--- config.mk ---
export PLATFORM = sky130hd
export DESIGN_NAME = tmf_lane
export DESIGN_NICKNAME = d
export VERILOG_FILES = /design/src/design/tmf_pkg.sv /design/src/design/tmf_lane.sv
export SDC_FILE = /design/constraint.sdc
export NUM_CORES = 1
export LEC_CHECK = 0
export BUFFER_PORTS_ARGS = -buffer_cell sky130_fd_sc_hd__buf_4
export CORE_MARGIN = 2
export CORE_UTILIZATION = 30
export DETAILED_ROUTE_END_ITERATION = 10
export PLACE_DENSITY = 0.45
export SETUP_SLACK_MARGIN = 0.02
export SKIP_CTS_REPAIR_TIMING = 1
export SLEW_MARGIN = 10
export SYNTH_ARGS = -nofsm -noshare
export SYNTH_HDL_FRONTEND = slang
export SYNTH_SLANG_ARGS = --single-unit
--- constraint.sdc ---
create_clock -name clk -period 9.4 [get_ports clk]
set_clock_uncertainty 0.15 [all_clocks]
set_input_delay 1.88 -clock clk [delete_from_list [all_inputs] [get_ports clk]]
set_output_delay 1.88 -clock clk [all_outputs]
set_load 0.02 [all_outputs]
--- src/design/tmf_pkg.sv ---
// Shared types and constants of the four-channel trimmed-mean filter.
// No dependencies; compile first.
package tmf_pkg;

    localparam int SAMPLE_W = 16;
    localparam int CHANNELS = 4;

    // Lane order inside the datapath
    localparam int LANE_FRONT     = 0;
    localparam int LANE_BACK      = 1;
    localparam int LANE_RIGHT_ONE = 2;
    localparam int LANE_RIGHT_TWO = 3;

    typedef logic [SAMPLE_W-1:0] sample_t;

    // Stage enables shared by all lanes, which run in lockstep
    typedef struct packed {
        logic wr_en;
        logic s1_en;
        logic s2_en;
        logic s3_en;
    } lane_ctrl_t;

endpackage

--- src/design/tmf_lane.sv ---
// One channel lane: ring window, sum/min/max stage, trimmed numerator and
// reciprocal multiply. Depends on tmf_pkg.
module tmf_lane
    import tmf_pkg::*;
#(
    parameter int WINDOW = 5
) (
    input  logic                       clk,
    input  logic                       rst_n,
    input  lane_ctrl_t                 ctrl,
    input  logic [$clog2(WINDOW)-1:0]  wr_pos,
    input  sample_t                    sample,
    output sample_t                    mean
);

    localparam int DIV    = WINDOW - 2;
    localparam int SUM_W  = SAMPLE_W + $clog2(WINDOW);
    localparam int NUM_W  = SAMPLE_W + $clog2(DIV);
    localparam int SHIFT  = NUM_W + $clog2(DIV);
    localparam int MUL_W  = NUM_W + 1;
    localparam int PROD_W = NUM_W + MUL_W;
    // ceil(2^SHIFT / DIV): exact quotient for every NUM_W-bit numerator
    localparam longint RECIP = ((longint'(1) << SHIFT) + DIV - 1) / DIV;
    localparam logic [MUL_W-1:0] RECIP_C = MUL_W'(RECIP);

    sample_t              win_reg [WINDOW];
    logic [SUM_W-1:0]     sum_reg;
    sample_t              min_reg;
    sample_t              max_reg;
    logic [NUM_W-1:0]     num_reg;
    logic [PROD_W-1:0]    prod_reg;

    logic [SUM_W-1:0]     sum_next;
    sample_t              min_next;
    sample_t              max_next;
    logic [SUM_W-1:0]     trim_sum;

    always_ff @(posedge clk or negedge rst_n)
    begin
        if (!rst_n)
        begin
            for (int i = 0; i < WINDOW; i++)
            begin
                win_reg[i] <= '0;
            end
        end
        else if (ctrl.wr_en)
        begin
            win_reg[wr_pos] <= sample;
        end
    end

    always_comb
    begin
        sum_next = '0;
        min_next = '1;
        max_next = '0;
        for (int i = 0; i < WINDOW; i++)
        begin
            sum_next = sum_next + SUM_W'(win_reg[i]);
            if (win_reg[i] < min_next)
            begin
                min_next = win_reg[i];
            end
            if (win_reg[i] > max_next)
            begin
                max_next = win_reg[i];
            end
        end
    end

    assign trim_sum = sum_reg - SUM_W'(min_reg) - SUM_W'(max_reg);

    always_ff @(posedge clk)
    begin
        if (ctrl.s1_en)
        begin
            sum_reg <= sum_next;
            min_reg <= min_next;
            max_reg <= max_next;
        end
        if (ctrl.s2_en)
        begin
            num_reg <= trim_sum[NUM_W-1:0];
        end
        if (ctrl.s3_en)
        begin
            prod_reg <= PROD_W'(num_reg) * PROD_W'(RECIP_C);
        end
    end

    assign mean = prod_reg[SHIFT +: SAMPLE_W];

endmodule

# Word-level counts from Yosys, hierarchy flattened
# Cells that the tools add are included.
dict set report op_classes {
  addsub 6
  mul 1
  n_lt_le_gt_ge 12
  mux 13
  bitwise_logic 1
  reduce_logical 1
}
# cell n
set ops {}
lappend ops {{$mux 16} 11}
lappend ops {{$bwmux 80} 1}
lappend ops {{$gt 16x16->1} 4}
lappend ops {{$lt 16x16->1} 4}
lappend ops {{$demux 16 s3} 1}
lappend ops {{$add 18x16->18} 2}
lappend ops {{$sub 18x16->18} 2}
lappend ops {{$mul 18x18->35 const B} 1}
lappend ops {{$add 17x16->18} 1}
lappend ops {{$add 16x16->17} 1}
lappend ops {{$gt 16x1->1 const B} 1}
lappend ops {{$lt 16x16->1 const B} 1}
lappend ops {{$ge 4x4->1 const B} 1}
lappend ops {{$lt 4x1->1 const B} 1}
lappend ops {{$not 3->4} 1}
lappend ops {{$logic_and 1x1->1} 1}
dict set report totals {
  regBits 183
  in_bits 25
  out_inout_bits 16
  wordCells 44
}

# Longest topological paths before layout
dict set report depth {
  depth_word 10
  depth_mapped 45
  depth_no_buf 40
}

# Least setup slack after synthesis
# Ideal clock, no wire load.
dict set report synth_timing {
  path_type {register -> register}
  from {register win_reg[53] (netlist name)}
  to {register min_reg[10], data pin}
  setup_time_ns 0.268
  arrival_time_ns 8.467
  path_slack_ns 0.515
  stages_incl_launch_ff 40
  path_buffers 6
  path_cell_list {dfrtp_1 > ha_1 > a21o_1 > a2111oi_0 > o21ai_0 > a311oi_1 > buf_2 > buf_2 > mux2i_1 > ha_1 > and3_1 > a2111oi_0 > nor2_1 > or2_2 > a21oi_1 > buf_2 > mux2_2 > ha_1 > [4 not listed] > a211oi_1 > a21o_1 > clkbuf_1 > nand2_1 > o21a_1 > ha_1 > a21o_1 > a21o_1 > a21o_1 > a21o_1 > a21o_1 > a21oi_1 > o2111ai_1 > a2111o_1 > buf_4 > buf_4 > a21oi_1 > a31oi_1}
}
dict set report synth_between {
  elab_chain_cells 8
}
# item line_no
set synth_lines {}
lappend synth_lines {{start: declaration} tmf_lane.sv:26} ;# sample_t win_reg [WINDOW];
lappend synth_lines {{start signal: indexed assignment} tmf_lane.sv:49} ;# win_reg[wr_pos] <= sample;
lappend synth_lines {{$lt 16x16->1} tmf_lane.sv:61} ;# if (win_reg[i] < min_next)
lappend synth_lines {{$mux 16 (*)} tmf_lane.sv:61}
lappend synth_lines {{$lt 16x16->1} tmf_lane.sv:61}
lappend synth_lines {{$mux 16 (*)} tmf_lane.sv:61}
lappend synth_lines {{$lt 16x16->1} tmf_lane.sv:61}
lappend synth_lines {{$mux 16 (*)} tmf_lane.sv:61}
lappend synth_lines {{$lt 16x16->1} tmf_lane.sv:61}
lappend synth_lines {{$mux 16 (*)} tmf_lane.sv:61}
lappend synth_lines {{net min_next[10]} tmf_lane.sv:34} ;# sample_t min_next;
lappend synth_lines {{end signal: assignment} tmf_lane.sv:79} ;# min_reg <= min_next;
lappend synth_lines {{end: declaration} tmf_lane.sv:28} ;# sample_t min_reg;
# The timed path passes the listed nets; every way through them passes the cells marked *.
# A chain may end at the register's enable or synchronous reset.

# Final worst setup path
dict set report layout_timing {
  from {register win_reg[71] (netlist name)}
  to {register max_reg[5], data pin}
}
dict set report layout_between {
  elab_chain_cells 10
}
# item line_no
set layout_lines {}
lappend layout_lines {{$gt 16x1->1} tmf_lane.sv:65} ;# if (win_reg[i] > max_next)
lappend layout_lines {{$mux 16 (*)} tmf_lane.sv:65}
lappend layout_lines {{$gt 16x16->1} tmf_lane.sv:65}
lappend layout_lines {{$mux 16 (*)} tmf_lane.sv:65}
lappend layout_lines {{$gt 16x16->1} tmf_lane.sv:65}
lappend layout_lines {{$mux 16 (*)} tmf_lane.sv:65}
lappend layout_lines {{$gt 16x16->1} tmf_lane.sv:65}
lappend layout_lines {{$mux 16 (*)} tmf_lane.sv:65}
lappend layout_lines {{$gt 16x16->1} tmf_lane.sv:65}
lappend layout_lines {{$mux 16 (*)} tmf_lane.sv:65}
lappend layout_lines {{net max_next[5]} tmf_lane.sv:35} ;# sample_t max_next;
lappend layout_lines {{end signal: assignment} tmf_lane.sv:80} ;# max_reg <= max_next;
lappend layout_lines {{end: declaration} tmf_lane.sv:29} ;# sample_t max_reg;
# Marks and branches as above.

==> results.yml <==
die:
  ios: 41
  die_h_um: 252
  initial_core_util_pct: 30.5
  die_width_um: 252
  rows: 90
  dieArea_um2: 63500
  core_um2: 60600
grt:
  grt_pass1_wl_um: 82400
  grt_use_total_pct: 17.2
  use_met1_pct: 22.4
  grt_overflow: 0
  grt_max_degree: 52
  first_global_vias: 14278
  busiest_layer: "met2"
  grt.met2_usage_pct: 29.6
  antenna_found_initial: 0
  met3_usage_pct: 2.38
sta:
  slew_violations: 0
  worst_pin_slew_ns: 1.01
  finalCritPeriodShare_pct: 93.7
  fin_crit_ns: 8.81
  holdWs_ns: 0.490
  max_freq_mhz: 114
  relSlewSlack_pct: 30.7
  setup-violations-final: 0
  hold_viol_final: 0
setup_path:
  criticalPathCategory: "register to register"
  cp.required_ns: 9.56
  startpoint_type: "register"
  worstRegToRegCells: 46
  slowest_stage: "or4_4"
  arrival_ns: 8.97
  cp_num_buf_inv: 10
  setup.worst_path.end_class: "register"
  r2r-end: "max_reg[5]"
  slowest_delay_ns: 0.51
  ff2ff_setup_slack_ns: 0.59
  crit_fanout: 22
  r2r_start: "win_reg[71]"
  critPathTopFamily: "compound AO/OA/AOI/OAI gates"
  cp_common_cell: "buf_4"
final_layout:
  largest_reg_flops: 80
  final_common_cell: "inv_1"
  nFillCells: 6144
  drive_gt1_share_pct: 17.9
  antenna_cells: 0
  final_cell_mix: "inv_1 (319), ha_1 (309), buf_4 (210), fa_1 (173), nor2_1 (85)"
  area_growth_pct: 17.6
  multi_input_area_um2: 12800
  ff_latch_area_um2: 4520
  nets: 2510
  postLayoutCellArea_um2: 21700
logic_synthesis:
  yosys_warnings: 0
  syn_area_um2: 18500
  async_flop_share_pct: 48.8
  syn_inst: 1806
  synth_fp_nets: 2313
  synth-seq-cells: 164
  synth-edff-count: 84
  syn_avg_cell_area_um2: 10.2
  post_synth_num_cell_types: 72
  yosysSeqAreaShare_pct: 24.5
  synth_flop_cell: "edfxtp_1"
drt:
  vias: 13454
  post_drt_wl_per_cell_um: 18.7
  routed_wirelength_um: 52300
  first_pass_iters: 5
  viasPerCell: 4.81
  ant_nets: 0
  drc_errors: 0
  drtIter0Drc: 683
clock_network:
  clk_latency_ns: 0.49
  numCtsBuffers: 17
  htree_num_levels: 4
  clk_path_buf_depth: 2
  path_clk_slew_ns: 0.08
  cts_root_buf: "clkbuf_16"
  cts_tree: "done"
  clock-sinks: 164
min_path:
  min-delay-start: "win_reg[67]"
  worst_hold_path.num_cells: 2
  hold_class: "register to register"
  min_to: "win_reg[67]"
placement:
  port_buffers: 40
  hpwl_um: 44000
  place_area_um2: 20900
  gp_congestion: 0.896
flow_run:
  max_cap_violations: 0
outcome:
  status: "finished clean"
## logic make-up (layout without fill, tap and decap cells)
group                      Yosys count  count (layout)  synth area share, %
AOI/OAI and AO/OA                  338             338                 11.8
xor gates and xnor gates            43              43                 2.04
adders and majority gates          482             482                 39.7
buffers and inverters              356             565                 7.39
DFF                                164             164                 24.5
muxes                               98              98                 5.76
and+or+nand+nor                    325             325                 8.76
## per-layer routing
metal / vias to the layer above / part of all wire, %
met4: 0 / 2.3
met2: 154 / 49
li1: 6630 / -
met5: - / 0
met1: 6613 / 46
met3: 57 / 2.3
## Yosys cell counts, types with 15 or more instances
library cell  count  area share, %
clkbuf_1         22           0.45
ha_1            309             21
a21oi_1          78            2.1
nand3_1          33           0.89
xnor2_1          35            1.7
mux2i_1          33            1.8
nand2b_1         15           0.51
nand2_1          78            1.6
nor2_1           85            1.7
fa_1            173             19
a31oi_1          30            1.0
nor3_1           27           0.73
o21ai_0          86            2.3
nand4_1          23           0.78
mux2_2           65            4.0
dfrtp_1          80             11
a211oi_1         15           0.61
and2_1           19           0.64
a21o_1           27            1.1
inv_1           319            6.5
o21a_1           26            1.1
edfxtp_1         84             14
## tightest hold or removal path: stages (launching register included)
cell	delay, ns
dfrtp_1	0.36
inv_1	0.08
o21ai_0	0.16
## worst max path at each step
stage,from,to,slack (ns),cells past startpoint
floorplan,win_reg[53],min_reg[10],0.51,39
global placement,win_reg[69],min_reg[10],0.43,39
detailed placement,win_reg[69],min_reg[4],0.16,39
CTS,win_reg[69],min_reg[4],0.07,39
global route,win_reg[69],min_reg[10],-0.02,39
finish,win_reg[71],max_reg[5],0.59,46
## metrics by stage
stage	setup slack [ns]	setup TNS, ns	util (%)	cells
finish	0.593	0	35.8	2797
global route	-0.0163	-0.0163	35.8	2797
CTS	0.0733	0	35.5	2790
detailed placement	0.156	0	34.5	2759
global placement	0.433	0	34.5	2759
floorplan	0.515	0	-	1806
## area by class of cell
type / instances / share of cell area (%)
flip-flops and latches: 164 / 20.8
repair buffers: 215 / 7.68
clock buffers: 20 / 2.25
inverters: 319 / 5.51
well taps: 782 / 4.51
clock inverters: 11 / 0.461
multi-input cells: 1286 / 58.7
Power is left out: the tool's default activity adds up to more than one toggle a clock period on the data nets, which glitch-free logic cannot reach.
